[src/rtl/core/mlcc_pkg.sv]
// Shared types, codes and the coherence transition function of the MESI line controller.
package mlcc_pkg;

    localparam int NUM_LINES = 1024;
    localparam int NUM_NODES = 16;
    localparam int LINE_W    = $clog2(NUM_LINES);
    localparam int NODE_W    = $clog2(NUM_NODES);
    localparam int QDEPTH    = 2;
    localparam int QPTR_W    = $clog2(QDEPTH);
    localparam int QCNT_W    = $clog2(QDEPTH + 1);

    // input mode codes
    localparam logic [2:0] MD_LOAD  = 3'd0;
    localparam logic [2:0] MD_STORE = 3'd1;
    localparam logic [2:0] MD_GETS  = 3'd2;
    localparam logic [2:0] MD_GETM  = 3'd3;
    localparam logic [2:0] MD_DATA  = 3'd4;

    // bus request codes
    localparam logic [1:0] BUS_NONE = 2'd0;
    localparam logic [1:0] BUS_GETS = 2'd1;
    localparam logic [1:0] BUS_GETM = 2'd2;
    localparam logic [1:0] BUS_DATA = 2'd3;

    // line state codes
    localparam logic [2:0] LS_I  = 3'd0;
    localparam logic [2:0] LS_S  = 3'd1;
    localparam logic [2:0] LS_E  = 3'd2;
    localparam logic [2:0] LS_M  = 3'd3;
    localparam logic [2:0] LS_IM = 3'd4;
    localparam logic [2:0] LS_IS = 3'd5;
    localparam logic [2:0] LS_SM = 3'd6;

    typedef enum logic [2:0] {
        OP_LOAD,
        OP_STORE,
        OP_GETS,
        OP_GETM,
        OP_DATA,
        OP_BAD
    } op_kind_t;

    typedef enum logic [1:0] {
        BK_CLEAR,
        BK_IDLE,
        BK_LOOK
    } bk_state_t;

    typedef struct packed {
        op_kind_t           op;
        logic [LINE_W-1:0]  idx;
        logic [NODE_W-1:0]  src;
        logic               shared;
    } item_t;

    typedef struct packed {
        logic [1:0] bus;
        logic       ready;
        logic       ashared;
        logic       miss;
        logic       upg;
        logic       illegal;
        logic [2:0] nst;
    } coh_res_t;

    typedef struct packed {
        logic [1:0]         bus;
        logic [LINE_W-1:0]  line;
        logic [NODE_W-1:0]  dest;
        logic               ready;
        logic               ashared;
        logic               miss;
        logic               upg;
        logic               illegal;
        logic [2:0]         nst;
    } out_t;

    function automatic coh_res_t coh_step(input logic [2:0] st, input op_kind_t op,
                                          input logic shared);
        coh_res_t r;
        r.bus     = BUS_NONE;
        r.ready   = 1'b0;
        r.ashared = 1'b0;
        r.miss    = 1'b0;
        r.upg     = 1'b0;
        r.illegal = 1'b0;
        r.nst     = st;
        if (op == OP_BAD || st > LS_SM) begin
            r.illegal = 1'b1;
        end else if (op == OP_LOAD || op == OP_STORE) begin
            case (st)
                LS_I: begin
                    r.bus  = (op == OP_STORE) ? BUS_GETM : BUS_GETS;
                    r.nst  = (op == OP_STORE) ? LS_IM : LS_IS;
                    r.miss = 1'b1;
                end
                LS_S: begin
                    if (op == OP_STORE) begin
                        r.bus = BUS_GETM;
                        r.nst = LS_SM;
                    end else begin
                        r.ready = 1'b1;
                    end
                end
                LS_E: begin
                    r.ready = 1'b1;
                    if (op == OP_STORE) begin
                        r.nst = LS_M;
                        r.upg = 1'b1;
                    end
                end
                LS_M: r.ready = 1'b1;
                default: r.illegal = 1'b1;
            endcase
        end else begin
            case (st)
                LS_S: begin
                    if (op == OP_GETS) r.ashared = 1'b1;
                    else if (op == OP_GETM) r.nst = LS_I;
                end
                LS_E, LS_M: begin
                    if (op == OP_GETS) begin
                        r.ashared = 1'b1;
                        r.bus     = BUS_DATA;
                        r.nst     = LS_S;
                    end else if (op == OP_GETM) begin
                        r.bus = BUS_DATA;
                        r.nst = LS_I;
                    end
                end
                LS_IM: begin
                    if (op == OP_DATA) begin
                        r.ready = 1'b1;
                        r.nst   = LS_M;
                    end
                end
                LS_IS: begin
                    if (op == OP_DATA) begin
                        r.ready = 1'b1;
                        r.nst   = shared ? LS_S : LS_E;
                    end
                end
                LS_SM: begin
                    if (op == OP_GETS) begin
                        r.ashared = 1'b1;
                    end else if (op == OP_GETM) begin
                        r.nst  = LS_IM;
                        r.miss = 1'b1;
                    end else begin
                        r.ready = 1'b1;
                        r.nst   = LS_M;
                    end
                end
                default: ;
            endcase
        end
        return r;
    endfunction

endpackage

[src/rtl/core/mesi_line_coherence_controller.sv]
// Top level of the MESI snooping line coherence controller.
//
// s_ channel: one beat per processor load/store or snooped GETS/GETM/DATA for one line.
// m_ channel: exactly one result beat per input beat, in order: bus request, line,
// DATA destination, processor data ready, shared assert, miss/upgrade/illegal flags
// and the new line state.
// Each beat is queued, its line state is read into a register, and the result is
// registered as the new state is written back to the line state memory (1024 x 3 bits);
// the sequencer takes a new beat only after the last one has been written back.
// A two-entry queue sits between the decoder and the state sequencer, so input beats
// keep being taken while a result waits; once it is full s_ready drops.
// When the receiver stalls, the result holds in the output register and the
// sequencer waits with the next line state unchanged.
// Reset: after aresetn the memory is cleared to Invalid one line per cycle; s_ready
// stays low until every line has been cleared.
module mesi_line_coherence_controller (
    input  logic                        aclk,
    input  logic                        aresetn,
    input  logic                        s_valid,
    output logic                        s_ready,
    input  logic [2:0]                  s_mode,
    input  logic [mlcc_pkg::LINE_W-1:0] s_line_index,
    input  logic [mlcc_pkg::NODE_W-1:0] s_source_node,
    input  logic                        s_shared_in,
    output logic                        m_valid,
    input  logic                        m_ready,
    output logic [1:0]                  m_bus_request,
    output logic [mlcc_pkg::LINE_W-1:0] m_bus_line,
    output logic [mlcc_pkg::NODE_W-1:0] m_data_dest,
    output logic                        m_proc_data_ready,
    output logic                        m_assert_shared,
    output logic                        m_miss_flag,
    output logic                        m_upgrade_flag,
    output logic                        m_illegal_flag,
    output logic [2:0]                  m_line_state_out
);

    logic            init_done;
    logic            q_valid, q_ready;
    mlcc_pkg::item_t q_item;
    mlcc_pkg::out_t  m_out;

    mlcc_front u_front (
        .aclk          (aclk),
        .aresetn       (aresetn),
        .accept_en     (init_done),
        .s_valid       (s_valid),
        .s_ready       (s_ready),
        .s_mode        (s_mode),
        .s_line_index  (s_line_index),
        .s_source_node (s_source_node),
        .s_shared_in   (s_shared_in),
        .q_valid       (q_valid),
        .q_ready       (q_ready),
        .q_item        (q_item)
    );

    mlcc_back u_back (
        .aclk      (aclk),
        .aresetn   (aresetn),
        .init_done (init_done),
        .q_valid   (q_valid),
        .q_ready   (q_ready),
        .q_item    (q_item),
        .m_valid   (m_valid),
        .m_ready   (m_ready),
        .m_out     (m_out)
    );

    assign m_bus_request     = m_out.bus;
    assign m_bus_line        = m_out.line;
    assign m_data_dest       = m_out.dest;
    assign m_proc_data_ready = m_out.ready;
    assign m_assert_shared   = m_out.ashared;
    assign m_miss_flag       = m_out.miss;
    assign m_upgrade_flag    = m_out.upg;
    assign m_illegal_flag    = m_out.illegal;
    assign m_line_state_out  = m_out.nst;

endmodule

[src/rtl/core/mlcc_front.sv]
// Front end: decodes the request mode and queues classified beats for the back end.
module mlcc_front (
    input  logic                        aclk,
    input  logic                        aresetn,
    input  logic                        accept_en,
    input  logic                        s_valid,
    output logic                        s_ready,
    input  logic [2:0]                  s_mode,
    input  logic [mlcc_pkg::LINE_W-1:0] s_line_index,
    input  logic [mlcc_pkg::NODE_W-1:0] s_source_node,
    input  logic                        s_shared_in,
    output logic                        q_valid,
    input  logic                        q_ready,
    output mlcc_pkg::item_t             q_item
);

    mlcc_pkg::item_t                 slot_reg [mlcc_pkg::QDEPTH];
    logic [mlcc_pkg::QPTR_W-1:0]     wr_ptr_reg, wr_ptr_next;
    logic [mlcc_pkg::QPTR_W-1:0]     rd_ptr_reg, rd_ptr_next;
    logic [mlcc_pkg::QCNT_W-1:0]     count_reg, count_next;
    mlcc_pkg::item_t                 item_in;
    logic                            push, pop;

    always_comb begin
        item_in.idx    = s_line_index;
        item_in.src    = s_source_node;
        item_in.shared = s_shared_in;
        unique case (s_mode)
            mlcc_pkg::MD_LOAD:  item_in.op = mlcc_pkg::OP_LOAD;
            mlcc_pkg::MD_STORE: item_in.op = mlcc_pkg::OP_STORE;
            mlcc_pkg::MD_GETS:  item_in.op = mlcc_pkg::OP_GETS;
            mlcc_pkg::MD_GETM:  item_in.op = mlcc_pkg::OP_GETM;
            mlcc_pkg::MD_DATA:  item_in.op = mlcc_pkg::OP_DATA;
            default:            item_in.op = mlcc_pkg::OP_BAD;
        endcase
    end

    assign s_ready = accept_en && (count_reg != mlcc_pkg::QCNT_W'(mlcc_pkg::QDEPTH));
    assign q_valid = (count_reg != '0);
    assign q_item  = slot_reg[rd_ptr_reg];
    assign push    = s_valid && s_ready;
    assign pop     = q_valid && q_ready;

    always_comb begin
        wr_ptr_next = push ? wr_ptr_reg + 1'b1 : wr_ptr_reg;
        rd_ptr_next = pop ? rd_ptr_reg + 1'b1 : rd_ptr_reg;
        count_next  = count_reg;
        if (push && !pop) count_next = count_reg + 1'b1;
        else if (pop && !push) count_next = count_reg - 1'b1;
    end

    always_ff @(posedge aclk) begin
        if (!aresetn) begin
            wr_ptr_reg <= '0;
            rd_ptr_reg <= '0;
            count_reg  <= '0;
        end else begin
            wr_ptr_reg <= wr_ptr_next;
            rd_ptr_reg <= rd_ptr_next;
            count_reg  <= count_next;
        end
    end

    always_ff @(posedge aclk) begin
        if (push) slot_reg[wr_ptr_reg] <= item_in;
    end

endmodule

[src/rtl/core/mlcc_back.sv]
// Back end: line state memory, read-modify-write sequencer and result register.
module mlcc_back (
    input  logic            aclk,
    input  logic            aresetn,
    output logic            init_done,
    input  logic            q_valid,
    output logic            q_ready,
    input  mlcc_pkg::item_t q_item,
    output logic            m_valid,
    input  logic            m_ready,
    output mlcc_pkg::out_t  m_out
);

    logic [2:0]                   mem [mlcc_pkg::NUM_LINES];
    logic [2:0]                   rd_data_reg;

    mlcc_pkg::bk_state_t          state_reg, state_next;
    logic [mlcc_pkg::LINE_W-1:0]  clr_cnt_reg, clr_cnt_next;
    mlcc_pkg::item_t              cur_reg, cur_next;
    mlcc_pkg::out_t               out_reg, out_next;
    logic                         m_valid_reg, m_valid_next;

    mlcc_pkg::coh_res_t           res;
    logic                         out_free;
    logic                         clr_last;
    logic                         mem_we;
    logic [mlcc_pkg::LINE_W-1:0]  mem_waddr, mem_raddr;
    logic [2:0]                   mem_wdata;
    logic                         load_out;

    assign res       = mlcc_pkg::coh_step(rd_data_reg, cur_reg.op, cur_reg.shared);
    assign out_free  = !m_valid_reg || m_ready;
    assign clr_last  = (clr_cnt_reg == mlcc_pkg::LINE_W'(mlcc_pkg::NUM_LINES - 1));
    assign init_done = (state_reg != mlcc_pkg::BK_CLEAR);
    assign m_valid   = m_valid_reg;
    assign m_out     = out_reg;

    // next state
    always_comb begin
        state_next = state_reg;
        unique case (state_reg)
            mlcc_pkg::BK_CLEAR: if (clr_last) state_next = mlcc_pkg::BK_IDLE;
            mlcc_pkg::BK_IDLE:  if (q_valid) state_next = mlcc_pkg::BK_LOOK;
            mlcc_pkg::BK_LOOK:  if (out_free) state_next = mlcc_pkg::BK_IDLE;
            default:            state_next = mlcc_pkg::BK_CLEAR;
        endcase
    end

    // outputs
    always_comb begin
        q_ready   = 1'b0;
        mem_we    = 1'b0;
        mem_waddr = clr_cnt_reg;
        mem_wdata = mlcc_pkg::LS_I;
        mem_raddr = cur_reg.idx;
        load_out  = 1'b0;
        unique case (state_reg)
            mlcc_pkg::BK_CLEAR: mem_we = 1'b1;
            mlcc_pkg::BK_IDLE: begin
                q_ready   = 1'b1;
                mem_raddr = q_item.idx;
            end
            mlcc_pkg::BK_LOOK: begin
                // write back and hand over the result in one go; hold while the output is full
                if (out_free) begin
                    mem_we    = 1'b1;
                    mem_waddr = cur_reg.idx;
                    mem_wdata = res.nst;
                    load_out  = 1'b1;
                end
            end
            default: ;
        endcase
    end

    always_comb begin
        clr_cnt_next = (state_reg == mlcc_pkg::BK_CLEAR) ? clr_cnt_reg + 1'b1 : clr_cnt_reg;
        cur_next     = (q_valid && q_ready) ? q_item : cur_reg;
        m_valid_next = load_out ? 1'b1 : (m_ready ? 1'b0 : m_valid_reg);
        out_next     = out_reg;
        if (load_out) begin
            out_next.bus     = res.bus;
            out_next.line    = (res.bus != mlcc_pkg::BUS_NONE) ? cur_reg.idx : '0;
            out_next.dest    = (res.bus == mlcc_pkg::BUS_DATA) ? cur_reg.src : '0;
            out_next.ready   = res.ready;
            out_next.ashared = res.ashared;
            out_next.miss    = res.miss;
            out_next.upg     = res.upg;
            out_next.illegal = res.illegal;
            out_next.nst     = res.nst;
        end
    end

    always_ff @(posedge aclk) begin
        if (!aresetn) begin
            state_reg   <= mlcc_pkg::BK_CLEAR;
            clr_cnt_reg <= '0;
            m_valid_reg <= 1'b0;
        end else begin
            state_reg   <= state_next;
            clr_cnt_reg <= clr_cnt_next;
            m_valid_reg <= m_valid_next;
        end
    end

    always_ff @(posedge aclk) begin
        cur_reg <= cur_next;
        out_reg <= out_next;
    end

    always_ff @(posedge aclk) begin
        if (mem_we) mem[mem_waddr] <= mem_wdata;
        rd_data_reg <= mem[mem_raddr];
    end

endmodule

[config.mk]
export PLATFORM = sky130hd
export DESIGN_NAME = mesi_line_coherence_controller
export DESIGN_NICKNAME = d
export VERILOG_FILES = /design/src/rtl/core/mlcc_pkg.sv /design/src/rtl/core/mesi_line_coherence_controller.sv /design/src/rtl/core/mlcc_front.sv /design/src/rtl/core/mlcc_back.sv
export SDC_FILE = /design/constraint.sdc
export NUM_CORES = 2
export LEC_CHECK = 0
export BUFFER_PORTS_ARGS = -buffer_cell sky130_fd_sc_hd__buf_2
export CELL_PAD_IN_SITES_DETAIL_PLACEMENT = 0
export CELL_PAD_IN_SITES_GLOBAL_PLACEMENT = 1
export CORE_MARGIN = 2
export CORE_UTILIZATION = 35
export CTS_CLUSTER_SIZE = 16
export DETAILED_ROUTE_END_ITERATION = 6
export PLACE_DENSITY = 0.59
export SLEW_MARGIN = 15
export SYNTH_ARGS = -nofsm -noshare
export SYNTH_HDL_FRONTEND = slang
export SYNTH_SLANG_ARGS = --single-unit
export TNS_END_PERCENT = 100
[constraint.sdc]
create_clock -name aclk -period 38.7 [get_ports aclk]
set_input_delay 3.87 -clock aclk [delete_from_list [all_inputs] [get_ports aclk]]
set_output_delay 3.87 -clock aclk [all_outputs]
set_load 0.01 [all_outputs]
==> run summary <==
status -> finished with violations
failing checks -> capacitance limit
Startpoint Class -> input pin
FF-to-FF setup slack -> 30.40 ns
fin nets -> 8,752
Vias -> 78,930
Final setup viols -> 0
number of global-route vias before repair -> 78,900
fill count -> 33,690
post-synthesis compound-gate area fraction -> 0.04967
antenna violations before repair -> 34
met3 WL -> 32.33 mm
Static Leak -> 50.88 nW
worst-path fanout max -> 81
main combinational cell family by area after synthesis -> simple AND/OR/NAND/NOR gates
period utilisation layout -> 0.2412
Psw -> 0.001385 W
Core Box Area -> 366,400 sq um
total track usage -> 0.2302
DRC Markers -> 0
f_max -> 0.1071 GHz
Final TNS setup -> 0 ns
min-delay worst type -> reg -> reg
Synth cell types -> 74
met1 WL -> 178.9 mm
placed cell areas -> 134,900 sq um
worst vdd ir -> 0.00003286 V
Gate Count Post-Synth -> 8,735
synthesized cell area -> 129,100 sq um
Worst Max-Slew Pin Slew -> 1.449 ns
chip width -> 611.3 microns
Via density -> 5.707
EDFF count, synth -> 3,150
max FFs per register -> 3,072
dpl hpwl -> 253.0 mm
Synth Warn # -> 0
crit path from -> m_ready
Root Driver -> clkbuf_16
min Tclk post-route -> 9.334 ns
routability cong. -> 0.8278
final hold violations -> 0
reg2reg end -> u_back.rd_data_reg[0]$_DFF_P_
Storage cell area -> 95,010 sq um
worst skew pair latency -> 0.94 ns
drt first-iter violations -> 9,962
H-tree Lvls -> 5
Syn Nets -> 8,759
# Post-CTS Setup Buffers -> 0
Syn-to-layout area delta -> 12.80%
post-route ant nets -> 0
sequential power share -> 0.537
switching share of power -> 0.2000
CTS max path bufs -> 4
Top-Level Pins -> 48
# resized after CTS -> 0
pin count of the biggest net entering global routing -> 223
reg2reg path depth -> 15
combinational fraction of design power -> 0.004
total global routing overflow -> 0
row cnt -> 222
Final Instance Area -> 145,600 sq um
Initial Util -> 0.3523
CP arrival -> 9.94 ns
uppermost layer routed -> met5
Synth Area in Adders -> 0.0001939
Rel. slew slack -> 0.008788
power per cell area -> 47.55 nW/um^2
clock slew at reported path FFs -> 0.06 ns
Num CTS Buffers -> 336
Top FF cell, synth -> edfxtp_1
first-pass GRT wire length -> 612.9 mm
mux cell area share after synthesis -> 0.08716
DR WL met2 -> 211.4 mm
Max-Cap Viols -> 1
pins over their slew limit -> 0
min-delay src -> u_back.cur_reg[2]$_DFFE_PP_
Clk pwr share -> 0.458
xor and xnor fraction of the mapped netlist area -> 0.0006786
layout cell share with drive strength beyond 1 -> 0.1315
First-pass DRT Iterations -> 7
Synth Area in Simple Gates -> 0.1024
unrepaired setup endpoints after global routing -> no
final WL -> 438.8 mm
Die Y-Extent -> 611.3 microns
fraction of registers with async set/reset -> 0
Yosys reg bits -> 3,171
CTS tree -> done
CTS Hold Buffers Added -> 0
footprint of the multi-input gates -> 31,500 sq um
WL per Instance -> 31.73 microns
DIE AREA -> 373,600 sq um
design internal power -> 0.005537 W
Setup CP Type -> in -> reg
clock skew -> 0.04056 ns
worst setup path endpoint -> u_back.mem[830][2]$_DFFE_PP_
Crit. End Element -> flip-flop
sequential share of the synthesized area -> 0.7361
CTS Sinks -> 3,171
number of I/O port buffers -> 47
worst endpoint required time -> 39.30 ns
syn avg cell area -> 14.78 sq um
==> metrics by stage <==
step / power [W] / setup slack [ns] / instances / utilization / hold WS [ns]
after detailed placement: 0.003823 / 28.56 / 13210 / 0.3683 / 0.5131
after CTS: 0.006963 / 29.55 / 13820 / 0.3973 / 0.5272
after global placement: 0.003822 / 28.68 / 13210 / 0.3683 / 0.5046
final: 0.006922 / 29.37 / 13830 / 0.3974 / 0.5268
after global routing: 0.007091 / 29.03 / 13820 / 0.3973 / 0.5361
after floorplan: 0.003800 / 5.776 / 8735 / - / 0.4875
==> critical path: stages <==
cell and delay (ns):
buf_2 0.10, nand2b_1 0.16, nand2b_1 0.45, inv_2 0.92, and2_4 0.84, buf_4 0.79
buf_4 0.73, buf_4 0.81, buf_4 0.78
==> cells in the mapped netlist (all sizes together), types with 58 or more instances <==
cell,count,share of area
o21ai,93,0.0036
a31oi,58,0.0028
o22ai,84,0.0041
nand2,1344,0.039
clkbuf,328,0.0095
a21oi,346,0.013
nor3,116,0.0045
mux4,314,0.055
buf,319,0.014
edfxtp,3150,0.73
nand3,404,0.016
nor2,1108,0.032
mux2i,388,0.030
o221ai,91,0.0062
==> worst min-delay path by stage <==
stage,end,slack (ns),depth (start not counted)
after floorplan,u_front.count_reg[1]$_SDFFE_PN0P_,0.49,2
final,u_back.m_out[9]$_SDFFCE_PP0P_,0.53,1
after global placement,u_front.count_reg[1]$_SDFFE_PN0P_,0.50,2
after global routing,u_back.m_out[9]$_SDFFCE_PP0P_,0.54,1
after CTS,u_back.m_out[9]$_SDFFCE_PP0P_,0.53,1
after detailed placement,u_back.m_out[9]$_SDFFCE_PP0P_,0.51,1
==> kinds of logic after synthesis <==
logic type,after synthesis
xor gates and xnor gates,10
DFF,3171
buffers and inverters,661
AOI/OAI and AO/OA,978
and+or+nand+nor,3187
adders and majority gates,2
muxes,726
==> cells in the final DEF, fill, tap and decap left out, types with 19 or more instances in the layout <==
cell,synthesis,routed
buf_4,57,240
nand2b_1,21,21
nor4_1,36,35
nor2b_1,23,22
o22ai_1,84,84
clkbuf_1,327,91
nand2_1,1344,1302
nand3b_1,24,24
nor3_1,116,113
clkinv_1,0,57
mux2i_1,385,379
a32oi_1,25,25
bufinv_16,0,27
clkinv_2,0,66
o211ai_1,28,28
edfxtp_1,3150,3150
o221ai_1,91,91
mux4_2,314,314
nand4_1,45,45
a31oi_1,58,58
buf_2,169,47
a22oi_1,47,47
mux2_2,23,19
and2_1,22,20
dfxtp_1,21,21
a311oi_1,21,21
a2111oi_0,30,29
a211oi_1,31,31
nand2_4,0,32
nand3_1,404,404
clkbuf_16,0,344
o21ai_0,91,91
a21oi_1,346,346
nor2_1,1108,1096
==> layout make-up <==
class / count / share of cell area
clock buffer: 435 / 0.06148
multi-input combinational: 4903 / 0.2164
timing repair buffer: 302 / 0.01605
sequential: 3171 / 0.6526
tap: 4816 / 0.04139
inverter: 14 / 0.0003782
clock inverter: 174 / 0.01142
antenna: 14 / 0.0002406
==> metal layers <==
layer,up-vias,track usage
met5,-,0
li1,33190,-
met1,41390,0.3111
met3,736,0.02926
met4,8,0.08250
met2,3601,0.3817
==> power groups by stage <==
stage	logic (W)	registers (W)	clock network, W
2_1_floorplan	0.00000827	0.00379	0
3_3_place_gp	0.0000303	0.00379	0
3_5_place_dp	0.0000307	0.00379	0
4_1_cts	0.0000307	0.00372	0.00321
5_1_grt	0.0000308	0.00372	0.00334
6_report	0.0000305	0.00372	0.00317
No activity file was read; power rests on OpenSTA's default activity.
